**src/hdl/epnf_pkg.sv**
```systemverilog
package epnf_pkg;

  localparam int MAX_WIDTH   = 1024;
  localparam int MAX_HEIGHT  = 512;
  localparam int PIXEL_BITS  = 8;

  // Fixed widths of the frame size registers
  localparam int WIDTH_BITS  = 11;
  localparam int HEIGHT_BITS = 10;
  localparam int CFG_BITS    = WIDTH_BITS;
  localparam int CFG_IDX_BITS = 1;

  localparam int WIDTH_RESET  = 256;
  localparam int HEIGHT_RESET = 256;

  localparam int COL_BITS = $clog2(MAX_WIDTH);
  // input row runs up to height + 1 while draining
  localparam int ROW_BITS = $clog2(MAX_HEIGHT + 2);

  typedef enum logic [CFG_IDX_BITS-1:0] {
    CFG_FRAME_WIDTH  = 1'b0,
    CFG_FRAME_HEIGHT = 1'b1
  } cfg_reg_e;

  typedef logic [PIXEL_BITS-1:0] pix_t;
  // index 0 = upper row, 1 = middle row, 2 = lower row
  typedef pix_t [2:0] col_t;

  typedef struct packed {
    pix_t pixel_in;
    logic flush;
  } in_item_t;

  typedef struct packed {
    pix_t pixel_out;
    logic was_filled;
    logic last_of_frame;
  } out_item_t;

  // One accepted item as it enters the window stage
  typedef struct packed {
    pix_t                pix;
    logic [COL_BITS-1:0] col;
    logic                wr;
    logic                out;
    logic                last;
    logic                top_ok;
    logic                bot_ok;
    logic                left_ok;
    logic                right_ok;
    pix_t                empty;
  } job_t;

  typedef struct packed {
    logic                en;
    logic [COL_BITS-1:0] addr;
    pix_t                upper;
    pix_t                middle;
  } lb_wr_t;

  typedef struct packed {
    pix_t upper;
    pix_t middle;
  } lb_rd_t;

  typedef struct packed {
    logic s1_ready;
    logic s1_go;
  } fill_stat_t;

endpackage

```
**src/hdl/epnf_fill.sv**
```systemverilog
module epnf_fill (
  input  logic                    clk_i,
  input  logic                    rst_ni,
  input  logic                    load_i,
  input  epnf_pkg::job_t          job_i,
  input  epnf_pkg::lb_rd_t        rd_i,
  output epnf_pkg::lb_wr_t        wr_o,
  input  logic                    out_stall_i,
  output logic                    out_valid_o,
  output epnf_pkg::out_item_t     out_item_o,
  output epnf_pkg::fill_stat_t    stat_o
);

  logic                s1_valid_q;
  epnf_pkg::job_t      s1_q;
  logic                fwd_q;
  epnf_pkg::lb_rd_t    fwd_data_q;
  epnf_pkg::col_t      win_q [3];
  epnf_pkg::col_t      win_d [3];
  epnf_pkg::col_t      new_col;
  logic                out_valid_q;
  epnf_pkg::out_item_t out_item_q;
  epnf_pkg::out_item_t res;
  logic                out_free, s1_go, s1_ready;
  logic [2:0]          col_ok, row_ok;
  logic                found;
  epnf_pkg::pix_t      pick;

  assign out_free = !out_valid_q || !out_stall_i;
  assign s1_go    = s1_valid_q && (!s1_q.out || out_free);
  assign s1_ready = !s1_valid_q || s1_go;

  // column entering the window: rows r-2, r-1 from the stores, row r live
  assign new_col[0] = fwd_q ? fwd_data_q.upper  : rd_i.upper;
  assign new_col[1] = fwd_q ? fwd_data_q.middle : rd_i.middle;
  assign new_col[2] = s1_q.pix;

  assign win_d[0] = win_q[1];
  assign win_d[1] = win_q[2];
  assign win_d[2] = new_col;

  // store rotates: upper takes the old middle, middle takes the new pixel
  assign wr_o.en     = s1_go && s1_q.wr;
  assign wr_o.addr   = s1_q.col;
  assign wr_o.upper  = new_col[1];
  assign wr_o.middle = s1_q.pix;

  assign col_ok = {s1_q.right_ok, 1'b1, s1_q.left_ok};
  assign row_ok = {s1_q.bot_ok, 1'b1, s1_q.top_ok};

  // column offset outer, row offset inner, first non-empty wins
  always_comb begin
    found = 1'b0;
    pick  = win_d[1][1];
    for (int dx = 0; dx < 3; dx++) begin
      for (int dy = 0; dy < 3; dy++) begin
        if (!found && col_ok[dx] && row_ok[dy] && (win_d[dx][dy] != s1_q.empty)) begin
          found = 1'b1;
          pick  = win_d[dx][dy];
        end
      end
    end
  end

  always_comb begin
    res.last_of_frame = s1_q.last;
    if (win_d[1][1] == s1_q.empty) begin
      res.pixel_out  = pick;
      res.was_filled = found;
    end else begin
      res.pixel_out  = win_d[1][1];
      res.was_filled = 1'b0;
    end
  end

  always_ff @(posedge clk_i or negedge rst_ni) begin
    if (!rst_ni) begin
      s1_valid_q  <= 1'b0;
      out_valid_q <= 1'b0;
      for (int i = 0; i < 3; i++) begin
        win_q[i] <= '0;
      end
    end else begin
      if (s1_ready) begin
        s1_valid_q <= load_i;
      end
      if (s1_go) begin
        win_q <= win_d;
      end
      if (s1_go && s1_q.out) begin
        out_valid_q <= 1'b1;
      end else if (!out_stall_i) begin
        out_valid_q <= 1'b0;
      end
    end
  end

  always_ff @(posedge clk_i) begin
    if (s1_ready) begin
      s1_q       <= job_i;
      fwd_q      <= wr_o.en && (wr_o.addr == job_i.col);
      fwd_data_q <= '{upper: wr_o.upper, middle: wr_o.middle};
    end
    if (s1_go && s1_q.out) begin
      out_item_q <= res;
    end
  end

  assign out_valid_o     = out_valid_q;
  assign out_item_o      = out_item_q;
  assign stat_o.s1_ready = s1_ready;
  assign stat_o.s1_go    = s1_go;

endmodule

```
**config.mk**
```make
export PLATFORM = sky130hd
export DESIGN_NAME = epnf_fill
export DESIGN_NICKNAME = d
export VERILOG_FILES = /design/src/hdl/epnf_pkg.sv /design/src/hdl/epnf_fill.sv
export SDC_FILE = /design/constraint.sdc
export NUM_CORES = 1
export LEC_CHECK = 0
export ABC_AREA = 1
export BUFFER_PORTS_ARGS = -buffer_cell sky130_fd_sc_hd__buf_4
export CAP_MARGIN = 20
export CORE_ASPECT_RATIO = 1.5
export CORE_MARGIN = 2
export CORE_UTILIZATION = 59
export CTS_CLUSTER_DIAMETER = 30
export CTS_CLUSTER_SIZE = 14
export DETAILED_ROUTE_END_ITERATION = 10
export HOLD_SLACK_MARGIN = 0.1
export PLACE_DENSITY = 0.82
export SETUP_SLACK_MARGIN = 0.02
export SYNTH_ARGS = -nofsm -noshare
export SYNTH_HDL_FRONTEND = slang
export SYNTH_SLANG_ARGS = --single-unit
export TNS_END_PERCENT = 20
```
**constraint.sdc**
```tcl
create_clock -name clk_i -period 2.9 [get_ports clk_i]
set_input_delay 0.29 -clock clk_i [delete_from_list [all_inputs] [get_ports clk_i]]
set_output_delay 0.29 -clock clk_i [all_outputs]
set_load 0.01 [all_outputs]
```
Yosys cells after proc, flatten, opt, wreduce, memory -nomap -nowiden
Cells that the tools add are included.
Operators by class
  mux-type cells: 23
  equal/unequal tests: 12
  reduce and logical (&&, ||, !) cells: 39
Operators with widths (count)
  8-bit 2-to-1 mux: 11
  8-bit != test: 9
  1-bit logical AND: 24
  1-bit logical NOT: 12
  1-bit 2-to-1 mux: 11
  10-bit == test: 1
  9-bit 2-to-1 mux: 1
  8-bit == test: 1
  1-bit logical OR: 3
  2-bit by 1-bit != test with 1-bit output (second input constant): 1
Storage, ports and cells
  logic and storage cells: 98
  output and inout port bits: 40
  bits in registers: 110

Logic depth before layout (Yosys ltp)
  depth after elaboration: 38
  mapped depth: 23
  mapped depth without buffers: 20

Least setup slack after synthesis
Ideal clock, no wire load.
  path kind: flip-flop to output port
  start: register out_valid_q (netlist: out_valid_o)
  end: output port stat_o[1] (netlist name)
  slack: 0.106 ns
  data arrival time: 2.504 ns
  required time: 2.610 ns
  stages on the path, launching flop included: 3
  buffers on the path: 1
  cells stage by stage: dfrtp_1 nand4_1 buf_4
On the way
  word-level cells in the longest chain between the ends: 5
RTL lines
  start, declared: RTL line epnf_fill.sv:21  | logic out_valid_q;
  start signal, assigned: RTL line epnf_fill.sv:79  | out_valid_q <= 1'b0;
  start signal, assigned: RTL line epnf_fill.sv:91  | out_valid_q <= 1'b1;
  start signal, assigned: RTL line epnf_fill.sv:93  | out_valid_q <= 1'b0;
  1-bit logical NOT: RTL line epnf_fill.sv:29  | assign out_free = !out_valid_q || !out_stall_i;
  1-bit logical OR: RTL line epnf_fill.sv:29
  1-bit logical OR: RTL line epnf_fill.sv:30  | assign s1_go = s1_valid_q && (!s1_q.out || out_free);
  1-bit logical AND: RTL line epnf_fill.sv:30
  1-bit logical OR: RTL line epnf_fill.sv:31  | assign s1_ready = !s1_valid_q || s1_go;
  end, declared: RTL line epnf_fill.sv:11  | output epnf_pkg::fill_stat_t stat_o
No other way between the ends.

==> impl_metrics.py <==
metrics = {
    "cts": {
        "clock-sinks": 110,
        "path_clk_slew_ns": 0.07,
        "cts_tree": "built",
        "cts_max_path_buffers": 2,
        "insertion_delay_ns": 0.36,
        "htreeDepth": 3,
        "numCtsBuffers": 9,
        "cts_root_buf": "clkbuf_16",
    },
    "timing": {
        "tightestPinTransition_ns": 0.755,
        "finalHoldViolations": 0,
        "rsz0062_at_grt": "false",
        "fin_setup_tns_ns": 0,
        "fmax_ghz": 0.375,
        "min_period_ns": 2.67,
        "maxSlewHeadroom_pct": 49.5,
        "slew_violations": 0,
        "holdWs_ns": 0.102,
        "setup_viol": 0,
        "fin_crit_sh_pct": 91.9,
        "finClkSkew_ns": 0.0136,
    },
    "yosys": {
        "synth_top_family_by_area": "simple AND/OR/NAND/NOR gates",
        "async_reset_ff_share_pct": 45.5,
        "yosys-top-cells-area": "edfxtp_1 26%, nand2_1 19%, dfrtp_1 18%",
        "synth_seq_cells": 110,
        "yosysTopAreaCell": "edfxtp_1",
        "synth-xor-area-share_pct": 4.33,
        "ys_seq_area_share_pct": 44.4,
        "ys.flop_type": "edfxtp_1",
        "synth_area_per_cell_sq_um": 7.69,
        "synth_nets": 947,
        "syn_area_sq_um": 6870,
        "synth_fa_ha_area_share_pct": 0,
        "synth_top_area_share_pct": 26.2,
        "synth_compound_area_share_pct": 4.79,
        "muxShareOfSynthArea_pct": 0,
        "synth.distinct_cells": 42,
        "yosysWarnings": 0,
        "synth-simple-area-share_pct": 33.4,
        "synth_edf_count": 60,
        "syn_inst": 894,
    },
    "min_path": {
        "min_path_type": "primary input to flop",
    },
    "critical_path": {
        "setup.worst_path.start_class": "flop",
        "critPathBufInv": 3,
        "worstSetupEndpointType": "flop",
        "cp_max_fo": 9,
        "crit_top_cell": "nand3_1",
        "path_cells": "buf_4, inv_4, nor2_1, nor3_1, nand3_1, nand2_1, nand4_4, nor2_8, o211ai_4, nand3_1, nand3_1, nand2_1, inv_1",
        "worst_path_max_delay_cell": "edfxtp_1",
        "crit_required_ns": 3.02,
        "cpPeakStageDelay_ns": 0.45,
        "cp_top_family": "simple AND/OR/NAND/NOR gates",
        "criticalPathCategory": "flop to flop",
        "critical_path_arrival_ns": 2.78,
    },
    "global_route": {
        "grt_max_degree": 51,
        "grt_pass1_wl_um": 30400,
        "grtUsageTotal_pct": 32.2,
        "antenna_found_initial": 0,
        "grt_pass1_vias": 5933,
        "grt_overflow_total": 0,
    },
    "cells_and_area": {
        "drive_gt1_share_pct": 17.4,
        "fill_cells": 946,
        "synthToLayoutAreaGrowth_pct": 16.1,
        "layout_commonest_cell": "nand2_1",
        "fin_area_sq_um": 7980,
        "num_antenna_cells": 0,
        "final_cell_mix": "339 x nand2_1, 119 x buf_4, 114 x inv_1",
        "final_nets": 1030,
    },
    "place": {
        "numPortBuffers": 92,
        "place.gp.congestion": 0.972,
        "dpl_cell_area_sq_um": 7530,
        "dp_hpwl_um": 14400,
    },
    "power": {
        "p_per_area_nw_per_um2": 549,
        "p_total_mw": 4.38,
        "internal_power_mw": 2.98,
        "leakagePower_nw": 4.09,
        "combinationalPowerShare_pct": 22.4,
        "p_switching_mw": 1.40,
        "pwr-share-clk_pct": 31.1,
        "power_frac_seq_pct": 46.5,
        "swShare_pct": 31.9,
        "ir_drop_uv": 435,
    },
    "floorplanning": {
        "dieArea_sq_um": 12500,
        "dieWidth_um": 92.1,
        "rows": 48,
        "die_h_um": 136,
        "ios": 93,
        "start_util_pct": 60.2,
        "core_area_sq_um": 11400,
    },
    "route": {
        "wl_um": 19400,
        "dr.pass1.iters": 6,
        "vias_per_cell": 5.37,
        "first_iter_violations": 535,
        "vias": 6083,
        "drc": 0,
        "ant_nets": 0,
        "routedWlPerCell_um": 17.1,
    },
    "outcome": {
        "status": "finished, final reports clean",
    },
    "flow_run": {
        "maxCapViolCount": 0,
    },
}
## kinds of logic after synthesis
group,Yosys count
xor+xnor,34
flops,110
buf+inv,183
compound gates,59
simple gates,508
## synthesized netlist by cell type, types with 2 or more instances
cell type	instances
buf_6	9
nand4_1	33
inv_4	5
nand2_4	2
nor2_2	3
nor2_4	2
nor2_8	3
nand2_2	2
nand3_2	2
clkbuf_1	9
nor3_1	3
nor4_1	3
nand3_1	46
inv_2	4
xnor2_1	11
nor2_1	51
xor2_1	23
o21ai_1	2
nand3b_1	7
or2_1	2
a21oi_1	4
nand2_1	340
buf_4	34
dfrtp_1	50
edfxtp_1	60
clkinv_1	4
nand4_4	2
o21ai_0	47
nor3_2	2
inv_1	115
buf_2	3
## layout make-up
class / count / area (sq um) / area share (%)
tap: 150 / 188 / 2.35
clock inverter: 6 / 91.3 / 1.14
timing repair buffer: 127 / 983 / 12.3
sequential: 110 / 3050 / 38.2
multi-input combinational: 601 / 2950 / 36.9
clock buffer: 10 / 229 / 2.87
inverter: 128 / 493 / 6.18
## flip-flops by register name (all words and copies together), names as in the netlist
signal,flops
s1_valid_q,1
row_ok,2
win_d,48
fwd_q,1
wr_o,18
col_ok,2
res,1
out_item_o,10
s1_q,10
out_valid_o,1
fwd_data_q,16
## per-layer routing
layer | global-route usage [%] | up-vias | wire length [um] | part of all wire, %
met2 | 56.8 | 299 | 10100 | 52
met1 | 37.1 | 2775 | 7070 | 36
met5 | 0 | - | 0 | 0
met4 | 17.4 | 0 | 983 | 5.1
li1 | - | 2946 | - | -
met3 | 5.60 | 63 | 1290 | 6.7
## metrics by stage
stage,instances,setup slack (ns),utilization (%)
finish,1132,0.234,70.0
global route,1132,0.0280,70.0
CTS,1125,0.0300,69.3
detailed placement,1104,0.0676,66.0
global placement,1104,0.106,66.0
floorplan,894,0.106,-
## path summary, 6_finish.rpt
kind / start / cells past startpoint / slack, ns / endpoint
worst max-delay path: s1_q[6]$_DFFE_PP_ / 13 / 0.23 / out_item_o[8]$_DFFE_PP_
worst min-delay path: job_i[27] / 1 / 0.10 / wr_o[2]$_DFFE_PP_
worst max register to register: s1_q[6]$_DFFE_PP_ / 13 / 0.23 / out_item_o[8]$_DFFE_PP_
worst min register to register: res[0]$_DFFE_PP_ / 0 / 0.43 / out_item_o[0]$_DFFE_PP_
max in group asynchronous: rst_ni / 2 / 1.89 / win_d[66]$_DFFE_PN0P_
min in group asynchronous: rst_ni / 2 / 0.54 / win_d[38]$_DFFE_PN0P_
## timing repair
item	CTS	global route
hold buffers	5	2
resized for setup	0	4
hold endpoints to repair	54	2
setup endpoints to repair	0	8
setup buffers	0	5
## power by group through the flow
stage                     Clock, mW  Sequential, mW  Combinational (mW)
after CTS                      1.36            2.03               0.963
after global routing           1.42            2.05                1.11
after floorplan                   0            1.99               0.679
after global placement            0            2.06               0.932
final                          1.36            2.04               0.983
after detailed placement          0            2.06               0.951
(Power assumes the default switching activity.)
