`src/hdl/epnf_pkg.sv`:
```
package epnf_pkg;

  localparam int MAX_WIDTH   = 1024;
  localparam int MAX_HEIGHT  = 512;
  localparam int PIXEL_BITS  = 8;

  // Fixed widths of the frame size registers
  localparam int WIDTH_BITS  = 11;
  localparam int HEIGHT_BITS = 10;
  localparam int CFG_BITS    = WIDTH_BITS;
  localparam int CFG_IDX_BITS = 1;

  localparam int WIDTH_RESET  = 256;
  localparam int HEIGHT_RESET = 256;

  localparam int COL_BITS = $clog2(MAX_WIDTH);
  // input row runs up to height + 1 while draining
  localparam int ROW_BITS = $clog2(MAX_HEIGHT + 2);

  typedef enum logic [CFG_IDX_BITS-1:0] {
    CFG_FRAME_WIDTH  = 1'b0,
    CFG_FRAME_HEIGHT = 1'b1
  } cfg_reg_e;

  typedef logic [PIXEL_BITS-1:0] pix_t;
  // index 0 = upper row, 1 = middle row, 2 = lower row
  typedef pix_t [2:0] col_t;

  typedef struct packed {
    pix_t pixel_in;
    logic flush;
  } in_item_t;

  typedef struct packed {
    pix_t pixel_out;
    logic was_filled;
    logic last_of_frame;
  } out_item_t;

  // One accepted item as it enters the window stage
  typedef struct packed {
    pix_t                pix;
    logic [COL_BITS-1:0] col;
    logic                wr;
    logic                out;
    logic                last;
    logic                top_ok;
    logic                bot_ok;
    logic                left_ok;
    logic                right_ok;
    pix_t                empty;
  } job_t;

  typedef struct packed {
    logic                en;
    logic [COL_BITS-1:0] addr;
    pix_t                upper;
    pix_t                middle;
  } lb_wr_t;

  typedef struct packed {
    pix_t upper;
    pix_t middle;
  } lb_rd_t;

  typedef struct packed {
    logic s1_ready;
    logic s1_go;
  } fill_stat_t;

endpackage

```
`src/hdl/epnf_ctrl.sv`:
```
module epnf_ctrl (
  input  logic                                clk_i,
  input  logic                                rst_ni,
  input  logic                                cfg_we_i,
  input  logic [epnf_pkg::CFG_IDX_BITS-1:0]   cfg_idx_i,
  input  logic [epnf_pkg::CFG_BITS-1:0]       cfg_wdata_i,
  input  logic                                accept_i,
  input  epnf_pkg::in_item_t                  item_i,
  output epnf_pkg::job_t                      job_o,
  output logic                                job_valid_o
);

  localparam int WB = epnf_pkg::WIDTH_BITS;
  localparam int HB = epnf_pkg::HEIGHT_BITS;
  localparam int CB = epnf_pkg::COL_BITS;
  localparam int RB = epnf_pkg::ROW_BITS;

  logic [WB-1:0] frame_width_q;
  logic [HB-1:0] frame_height_q;
  logic [WB-1:0] act_w_q;
  logic [HB-1:0] act_h_q;
  epnf_pkg::pix_t empty_q;
  logic [CB-1:0] in_col_q, in_col_d, out_col_q, out_col_d;
  logic [RB-1:0] in_row_q, in_row_d, out_row_q, out_row_d;

  logic [WB-1:0] clamp_w, eff_w, in_col_inc, out_col_inc;
  logic [HB-1:0] clamp_h, eff_h;
  logic [RB:0]   out_row_inc;
  logic          start, in_frame, ignore, produce, last;

  always_comb begin
    if (frame_width_q == '0) clamp_w = WB'(1);
    else if (frame_width_q > WB'(epnf_pkg::MAX_WIDTH)) clamp_w = WB'(epnf_pkg::MAX_WIDTH);
    else clamp_w = frame_width_q;
    if (frame_height_q == '0) clamp_h = HB'(1);
    else if (frame_height_q > HB'(epnf_pkg::MAX_HEIGHT)) clamp_h = HB'(epnf_pkg::MAX_HEIGHT);
    else clamp_h = frame_height_q;
  end

  // Frame size is sampled with the first pixel of a frame
  assign start = (in_col_q == '0) && (in_row_q == '0) && (out_col_q == '0) && (out_row_q == '0);
  assign eff_w = start ? clamp_w : act_w_q;
  assign eff_h = start ? clamp_h : act_h_q;

  assign in_frame = RB'(in_row_q) < RB'(eff_h);
  assign ignore   = item_i.flush && in_frame;
  // linear input index has reached width + 1
  assign produce  = (in_row_q >= RB'(2)) || ((in_row_q == RB'(1)) && (in_col_q != '0));
  assign last     = (RB'(out_row_q) == RB'(eff_h - HB'(1))) &&
                    (WB'(out_col_q) == eff_w - WB'(1));

  assign in_col_inc  = WB'(in_col_q) + WB'(1);
  assign out_col_inc = WB'(out_col_q) + WB'(1);
  assign out_row_inc = (RB + 1)'(out_row_q) + (RB + 1)'(1);

  always_comb begin
    in_col_d  = in_col_q;
    in_row_d  = in_row_q;
    out_col_d = out_col_q;
    out_row_d = out_row_q;
    if (produce && last) begin
      in_col_d  = '0;
      in_row_d  = '0;
      out_col_d = '0;
      out_row_d = '0;
    end else begin
      if (in_col_inc >= eff_w) begin
        in_col_d = '0;
        in_row_d = in_row_q + RB'(1);
      end else begin
        in_col_d = in_col_inc[CB-1:0];
      end
      if (produce) begin
        if (out_col_inc >= eff_w) begin
          out_col_d = '0;
          out_row_d = out_row_q + RB'(1);
        end else begin
          out_col_d = out_col_inc[CB-1:0];
        end
      end
    end
  end

  always_ff @(posedge clk_i or negedge rst_ni) begin
    if (!rst_ni) begin
      frame_width_q  <= WB'(epnf_pkg::WIDTH_RESET);
      frame_height_q <= HB'(epnf_pkg::HEIGHT_RESET);
      act_w_q        <= WB'(1);
      act_h_q        <= HB'(1);
      empty_q        <= '0;
      in_col_q       <= '0;
      in_row_q       <= '0;
      out_col_q      <= '0;
      out_row_q      <= '0;
    end else begin
      if (cfg_we_i) begin
        unique case (epnf_pkg::cfg_reg_e'(cfg_idx_i))
          epnf_pkg::CFG_FRAME_WIDTH:  frame_width_q  <= cfg_wdata_i[WB-1:0];
          epnf_pkg::CFG_FRAME_HEIGHT: frame_height_q <= cfg_wdata_i[HB-1:0];
          default: ;
        endcase
      end
      if (accept_i && !ignore) begin
        if (start) begin
          act_w_q <= clamp_w;
          act_h_q <= clamp_h;
          empty_q <= item_i.pixel_in;
        end
        in_col_q  <= in_col_d;
        in_row_q  <= in_row_d;
        out_col_q <= out_col_d;
        out_row_q <= out_row_d;
      end
    end
  end

  assign job_valid_o    = !ignore;
  assign job_o.pix      = item_i.pixel_in;
  assign job_o.col      = in_col_q;
  assign job_o.wr       = in_frame;
  assign job_o.out      = produce;
  assign job_o.last     = last;
  assign job_o.top_ok   = out_row_q != '0;
  assign job_o.bot_ok   = out_row_inc < (RB + 1)'(eff_h);
  assign job_o.left_ok  = out_col_q != '0;
  assign job_o.right_ok = out_col_inc < eff_w;
  assign job_o.empty    = start ? item_i.pixel_in : empty_q;

endmodule

```
`config.mk`:
```
export PLATFORM = sky130hd
export DESIGN_NAME = epnf_ctrl
export DESIGN_NICKNAME = d
export VERILOG_FILES = /design/src/hdl/epnf_pkg.sv /design/src/hdl/epnf_ctrl.sv
export SDC_FILE = /design/constraint.sdc
export NUM_CORES = 1
export LEC_CHECK = 0
export BUFFER_PORTS_ARGS = -buffer_cell sky130_fd_sc_hd__clkbuf_2
export CAP_MARGIN = 40
export CORE_MARGIN = 2
export CORE_UTILIZATION = 35
export DETAILED_ROUTE_END_ITERATION = 7
export HOLD_SLACK_MARGIN = 0.1
export RECOVER_POWER = 100
export SETUP_SLACK_MARGIN = 0.1
export SLEW_MARGIN = 30
export SYNTH_ARGS = -nofsm -noshare
export SYNTH_HDL_FRONTEND = slang
export SYNTH_SLANG_ARGS = --single-unit
```
`constraint.sdc`:
```
create_clock -name clk_i -period 5.1 [get_ports clk_i]
set_clock_uncertainty 0.1 [all_clocks]
set_input_delay 0.765 -clock clk_i [delete_from_list [all_inputs] [get_ports clk_i]]
set_output_delay 0.765 -clock clk_i [all_outputs]
set_load 0.005 [all_outputs]
```
### Word level (Yosys, flattened, before mapping)

Index checks and enable logic that the tools add are counted.

* input port bits: 25
* output and inout port bits: 34
* bits in registers: 90

* add/subtract/negate cells: 7
* bitwise logic cells: 1
* eq/ne operators: 3
* $lt $le $gt $ge: 8
* mux-type cells: 17
* reduce and logical (&&, ||, !) cells: 27

Operators by type and width (number)
* $mux 10: 13
* $logic_not 10->1: 5
* $add 10x1->11 const B: 3
* $mux 11: 3
* $reduce_bool 10->1: 3
* $ge 11x11->1: 2
* $add 10x1->10 const B: 2
* $eq 10x11->1: 1
* $gt 11x11->1 const B: 1
* $logic_not 11->1: 1
* $lt 11x10->1: 1
* $lt 11x11->1: 1
* $sub 11x1->11 const B: 1
* $eq 10x1->1 const B: 1
* $eq 10x10->1: 1
* $ge 10x2->1 const B: 1
* $gt 10x10->1 const B: 1
* $lt 10x10->1: 1
* $sub 10x1->10 const B: 1
* $logic_and 1x1->1: 8
* $mux 8: 1
* $reduce_and 2->1: 4
* $reduce_bool 2->1: 3
* $reduce_and 3->1: 1
* 3 further kinds: 3

### Logic depth before layout (Yosys ltp)

Gate-level depths: netlist of the first run.

* depth in word-level cells: 11
* depth in mapped cells: 21

### Worst setup path after synthesis of the first run

Ideal clock, no wire load.

* kind: register to output
* start: reg out_col_q[4]
* end: out job_o[12] in the netlist's numbering
* stages on the path, launching flop included: 18
* arrival time: 4.220 ns
* data required time: 4.235 ns
* slack: 0.015 ns
* buffers on the path: 5
* cell sequence: dfrtp_1 > buf_6 > nor4_2 > nand4_4 > or4_2 > clkbuf_1 > clkbuf_1 > nor3b_1 > a21oi_1 > ha_1 > or2_2 > a2111oi_0 > o31ai_1 > mux2_2 > nand3b_4 > clkbuf_1 > nor2_1 > buf_4

* longest elaborated chain between the ends: 7
* elaborated cells between the ends (all ways): 10

RTL lines
* from (decl): line epnf_ctrl.sv:23 `logic [CB-1:0] in_col_q, in_col_d, out_col_q, out_col_d;`
* from (signal assigned): line epnf_ctrl.sv:111 `out_col_q <= out_col_d;`
* $logic_not 10->1: line epnf_ctrl.sv:41 `assign start = (in_col_q == '0) && (in_row_q == '0) && (out_col_q == '0) && (out_row_q == '0);`
* $logic_and 1x1->1 (2 in series): line epnf_ctrl.sv:41
* $mux 11 / $mux 10 (equally long branches)
* $sub 11x1->11 / $sub 10x1->10 (equally long branches): line epnf_ctrl.sv:50, epnf_ctrl.sv:49
* $eq 10x11->1 / $eq 10x10->1 (equally long branches): line epnf_ctrl.sv:50, epnf_ctrl.sv:49
* $logic_and 1x1->1 (*): line epnf_ctrl.sv:49 `assign last = (RB'(out_row_q) == RB'(eff_h - HB'(1))) &&`
* to (decl): line epnf_ctrl.sv:9 `output epnf_pkg::job_t job_o,`

Every way passes the cells marked *; elsewhere a longest branch is shown, timed or not.

==> impl_metrics.ini, run 1 <==
[setup_path]
cp-end-kind = primary output
cp_num_buf_inv = 1
critPathArrivalTime_ns = 4.01
cpPeakStageDelay_ns = 0.60
cp_slowest_cell = or4_4
critPathTopFamily = simple AND/OR/NAND/NOR gates
cp_cell_sequence = nor4_4 > nand4_4 > or4_4 > nor3b_4 > a21oi_4 > ha_4 > or2_2 > a2111oi_2 > o31ai_1 > mux2_2 > nand3b_4 > nor2_2 > clkbuf_2
crit_fanout = 7
required_ns = 4.24
timing_worst_setup_path_type = reg -> out
critPathLaunchType = flop

[global_routing]
grt_max_degree = 55
antenna_found_initial = 0
grt_pass1_vias = 6093
grt_pass1_wl_mm = 32.51
grt_usage = 0.1890
grt_overflow = 0

[timing]
hold_viol = 0
setup_viol = 0
finalMaxSlewViolations = 86
tns_ns = 0
worstMarginPinSlew_ns = 2.684
fmax_ghz = 0.2050
rsz0062_at_grt = true
period_minus_slack_ns = 4.879
finalCritPeriodShare = 0.9566
maxSlewHeadroom = -0.7893

[power]
power_density_nw_per_um2 = 504.5
pwr-share-clk = 0.161
pwr-share-seq = 0.270
power_uw = 4235
p_comb_frac = 0.569
switching_share = 0.4420
p_int_uw = 2363
p_leak_uw = 0.003665
ir_drop_uv = 235.7
power_switching_uw = 1872

[die]
core_area_sq_um = 20230
die_width_um = 147.4
ios = 59
die_area_sq_um = 21720
die_h_um = 147.4
start_util = 0.3556
rows = 52

[detailed_routing]
wl_per_cell_um = 17.41
drc = 0
first_iter_violations = 374
ant_nets = 0
num_vias = 6303
finalWirelength_mm = 19.92
firstDrtPassIters = 6
viasPerCell = 5.510

[clocking]
cts.sinks = 90
tritoncts = built
cts_buffers = 9
clk_pin_slew_ns = 0.07
clkLatencyLatePin_ns = 0.36
root_buffer = clkbuf_16
htree_levels = 3
clockBufferDepth = 2
postCtsHoldBufs = 0

[final_layout]
nets = 947
syn_to_final_growth_pct = 16.66
multiInputGateArea_sq_um = 4703
ff_latch_area_sq_um = 2262
final.fill_count = 2045
antenna_cells = 0
drive_above_1_share = 0.2151

[synthesis]
synth_nets = 869
syn_inst = 791
synthTopCellsByCount = 87 x nand2_1, 86 x dfrtp_1, 55 x o21ai_0
netlist-cell-type-count = 73
async_flop_share = 1.000
synth_area_sq_um = 7196
yosys.area.top_type = dfrtp_1
synth_ff_type = dfrtp_1
synth_top_area_frac = 0.2991
post-synth-top-count-cell = nand2_1
ys_seq_area_frac = 0.3137
synth-edff-count = 0
ys_warn_count = 0
ys_seq_elements = 90
synth.area.top_cells = dfrtp_1 30%, ha_1 9.2%, mux2_2 4.9%, nand2_1 4.5%, o21ai_0 3.8%
syn_area_per_cell_sq_um = 9.097

[run_status]
violations = capacitance limit, slew limit
outcome = finished with violations

[placement]
place_congestion = 0.9219
io_buffers = 58
place_hpwl_mm = 15.12

[hold_path]
hold_class = in -> async

[job]
maxCapViolations = 2
## area by class of cell
class                      count  share of cell area
multi-input combinational    626              0.5603
sequential                    90              0.2695
timing repair buffer         118             0.08422
tap                          270             0.04024
clock buffer                   9             0.02683
inverter                      24             0.01073
clock inverter                 7            0.008198
## repair_timing
action	CTS	global route
hold endpoints to repair	0	0
pin swaps	1	10
gates resized for setup	9	21
buffers inserted	2	10
setup endpoints to repair	3	15
## registers in the layout, summed over array words and instances (netlist names)
signal and flops:
frame_width_q 11, empty_q 8, in_col_q 10, out_row_q 10
act_h_q 10, in_row_q 10, frame_height_q 10, out_col_q 10
act_w_q 11
## routing by layer
layer  track usage  share of wire  vias to the layer above
met4       0.04231          0.012                        0
met2        0.2925           0.45                      170
met5             0              0                        -
met3       0.03642          0.047                       21
li1              -              -                     3067
met1        0.2744           0.49                     3045
## final timing paths
path | depth (start not counted) | slack, ns | start | end
worst max-delay path | 13 | 0.22 | in_col_q[5] | job_o[12]
worst max register to register | 17 | 0.33 | in_col_q[5] | out_row_q[0]
worst min-delay path | 1 | 0.25 | rst_ni | act_h_q[5]
max in group asynchronous | 2 | 1.55 | rst_ni | in_row_q[6]
min in group clk_i | 1 | 0.41 | empty_q[2] | empty_q[2]
worst min register to register | 1 | 0.41 | empty_q[2] | empty_q[2]
## power groups by stage
| stage | clock network [uW] | registers, uW | logic (uW) |
|---|---|---|---|
| floorplan | 0 | 1070 | 1690 |
| global placement | 0 | 1130 | 2360 |
| detailed placement | 0 | 1130 | 2390 |
| CTS | 699 | 1130 | 2410 |
| global route | 730 | 1170 | 2700 |
| finish | 681 | 1140 | 2410 |
## through the flow
stage                     utilization  std cells  hold slack [ns]  cell area, sq um  setup WS (ns)
final                          0.4149       1144           0.2455              8394         0.2214
after global routing           0.4149       1144           0.2690              8394        0.02616
after CTS                      0.4092       1133           0.4092              8279         0.1121
after detailed placement       0.3922       1115           0.3987              7936         0.1608
after global placement         0.3916       1113           0.3909              7924         0.3200
after floorplan                     -        791           0.3646              7223         0.1117
## cells in the final DEF (no fill, tap or decap), drive strengths merged, types with 9 or more instances in the layout
master,Yosys,layout
o21a,11,11
nand4,9,9
nand2,87,87
dfrtp,86,86
xnor2,29,29
mux2i,21,21
o21ai,55,55
a32o,11,11
o211ai,12,12
nand2b,13,13
nor3,22,22
and3,19,19
mux2,31,31
inv,23,24
xor2,24,24
nor4,19,19
ha,53,53
nand3,20,20
nor2,44,44
nor2b,16,16
a21oi,30,30
clkbuf,22,79
buf,29,48
or4,10,10
## cell families after synthesis
logic type / after synthesis / share of synthesized area
compound gates: 181 / 0.1728
flops: 90 / 0.3137
buf+inv: 75 / 0.05303
mux: 53 / 0.08138
simple gates: 285 / 0.2193
fa+ha+maj: 53 / 0.09216
xor+xnor: 54 / 0.06764
Power figures use the tool's default switching activity.
==> inputs of run 2 (changes only) <==
--- a/config.mk
+++ b/config.mk
@@ -11,6 +11,7 @@
 export CORE_UTILIZATION = 35
 export DETAILED_ROUTE_END_ITERATION = 7
 export HOLD_SLACK_MARGIN = 0.1
+export PLACE_DENSITY = 0.56
 export RECOVER_POWER = 100
 export SETUP_SLACK_MARGIN = 0.1
 export SLEW_MARGIN = 30
==> run 2 against run 1 <==
Effect of this change: combinational power grew 2%; via count down 0.38%; first-iteration DRC count up 4.3%; sequential share of layout area fell by 0.29 points; largest power group unchanged; worst setup slack worse by 0.022 ns; sequential power hardly changed; worst hold slack improved by 0.16 ns; flip-flop and latch count stayed put; the run still ends with capacitance limit, slew limit left; clock-buffer cell count up 2; critical path depth is the same; critical endpoint unchanged.
==> impl_metrics.ini, run 2 (same netlist as run 1, synthesis figures left out) <==
[run_status]
outcome = finished with violations
violations = capacitance limit, slew limit

[final_layout]
top_regs = act_w_q (11), frame_width_q (11)
ff_latch_area_sq_um = 2271
final_common_cell = nand2_1
antenna_cells = 0
nets = 954
layout_common_cells = 87 x nand2_1, 75 x dfrtp_1, 55 x o21ai_0, 52 x ha_1
syn_to_final_growth_pct = 18.36
final.fill_count = 2025
drive_above_1_share = 0.2270
multiInputGateArea_sq_um = 4727

[global_routing]
grt_max_degree = 57
grt_pass1_vias = 5974
grt_pass1_wl_mm = 32.92
antenna_found_initial = 0
grt_usage = 0.1920
grt_overflow = 0

[power]
power_density_nw_per_um2 = 516.4
p_leak_uw = 0.003718
ir_drop_uv = 201.0
power_uw = 4398

[timing]
maxSlewHeadroom = -0.2916
rsz0062_at_grt = true
finalMaxSlewViolations = 95
fmax_ghz = 0.2040
finalCritPeriodShare = 0.9610
hold_viol = 0
tns_ns = 0
period_minus_slack_ns = 4.901
setup_viol = 0
worstMarginPinSlew_ns = 1.937

[detailed_routing]
wl_per_cell_um = 17.77
firstDrtPassIters = 4
viasPerCell = 5.455
drc = 0
ant_nets = 0
num_vias = 6279
finalWirelength_mm = 20.45
first_iter_violations = 390

[hold_path]
hold_class = reg -> reg

[clocking]
clk_pin_slew_ns = 0.06
htree_levels = 3
clkLatencyLatePin_ns = 0.36
tritoncts = built
postCtsHoldBufs = 0
root_buffer = clkbuf_16
cts_buffers = 9
clockBufferDepth = 2
cts.sinks = 90

[setup_path]
cp_cell_sequence = nor4_4 > nand4_4 > or4_4 > nor3_4 > a21oi_4 > ha_4 > or2_2 > a2111oi_1 > o31ai_1 > mux2_2 > nand3b_4 > nor2_2 > clkbuf_2
worst_r2r_endpoint = act_h_q[1]
crit_fanout = 9
worst-path-stages = 13
critPathTopFamily = simple AND/OR/NAND/NOR gates
r2r_setup_slack_ns = 0.35
setup.worst_path.start = out_col_q[6]
cpPeakStageDelay_ns = 0.66
critPathArrivalTime_ns = 4.04
rr_worst_depth = 17
r2r-start = out_col_q[6]
crit_path_end = job_o[12]
cp_slowest_cell = or4_4
critPathLaunchType = flop
timing_worst_setup_path_type = reg -> out
required_ns = 4.24
cp_num_buf_inv = 1
cp-end-kind = primary output

[die]
die_width_um = 147.4
core_area_sq_um = 20230
die_area_sq_um = 21720
ios = 59
die_h_um = 147.4
start_util = 0.3556
rows = 52

[placement]
place_hpwl_mm = 15.33
place_congestion = 0.8323
io_buffers = 58

[job]
maxCapViolations = 3
-- run 2: cell types whose count changed in the layout (fill, tap and decap cells not counted), moves of 2 or more --
| cell | before | now |
|---|---|---|
| dfrtp_1 | 82 | 75 |
| dfrtp_2 | 4 | 11 |
| buf_4 | 45 | 48 |
| bufinv_16 | 1 | 3 |
| clkbuf_2 | 46 | 48 |
| clkbuf_8 | 0 | 2 |
| clkinvlp_4 | 2 | 0 |
| nor3_2 | 3 | 1 |
| nor3_4 | 0 | 2 |
-- run 2: power breakdown --
group,switching [uW],internal [uW]
logic,1360,1100
clock network,298,504
registers,234,904
total,1890,2510
-- run 2: worst min-delay path by stage --
stage	end	depth (start not counted)	from
floorplan	act_w_q[9]	2	act_w_q[9]
global placement	empty_q[2]	1	empty_q[2]
detailed placement	empty_q[6]	1	empty_q[6]
CTS	empty_q[2]	1	empty_q[2]
global route	empty_q[6]	1	empty_q[6]
finish	empty_q[2]	1	empty_q[2]
-- run 2: repair_timing --
| item | in CTS | in global routing |
|---|---|---|
| gates cloned | 0 | 1 |
| endpoints found under the setup margin | 2 | 35 |
| gates resized for setup | 6 | 33 |
| buffers inserted | 0 | 18 |
| hold endpoints to repair | 0 | 0 |
| pin swaps | 0 | 12 |
-- run 2: metrics by stage --
stage          worst slack [ns]  cells  hold WS [ns]  utilization  cell area, sq um
3_5_place_dp             0.2825   1115        0.3946       0.3923              7939
2_1_floorplan            0.1117    791        0.3646            -              7223
6_report                 0.1990   1151        0.4068       0.4209              8517
3_3_place_gp             0.3572   1114        0.3903       0.3920              7931
4_1_cts                 0.06233   1131        0.4115       0.4106              8309
5_1_grt                 0.05453   1151        0.4185       0.4209              8517
-- run 2: layer usage --
layer | up-vias | global-route usage | wire length (um)
li1 | 3076 | - | -
met1 | 3053 | 0.2779 | 10260
met2 | 136 | 0.3007 | 9166
met3 | 14 | 0.03673 | 819
met4 | 0 | 0.03846 | 206
met5 | - | 0 | 0
-- run 2: area by class of cell --
type	instances	area share
clock inverter	5	0.01175
sequential	90	0.2666
timing repair buffer	124	0.08668
multi-input combinational	627	0.5550
inverter	24	0.01058
clock buffer	11	0.02968
tap	270	0.03967
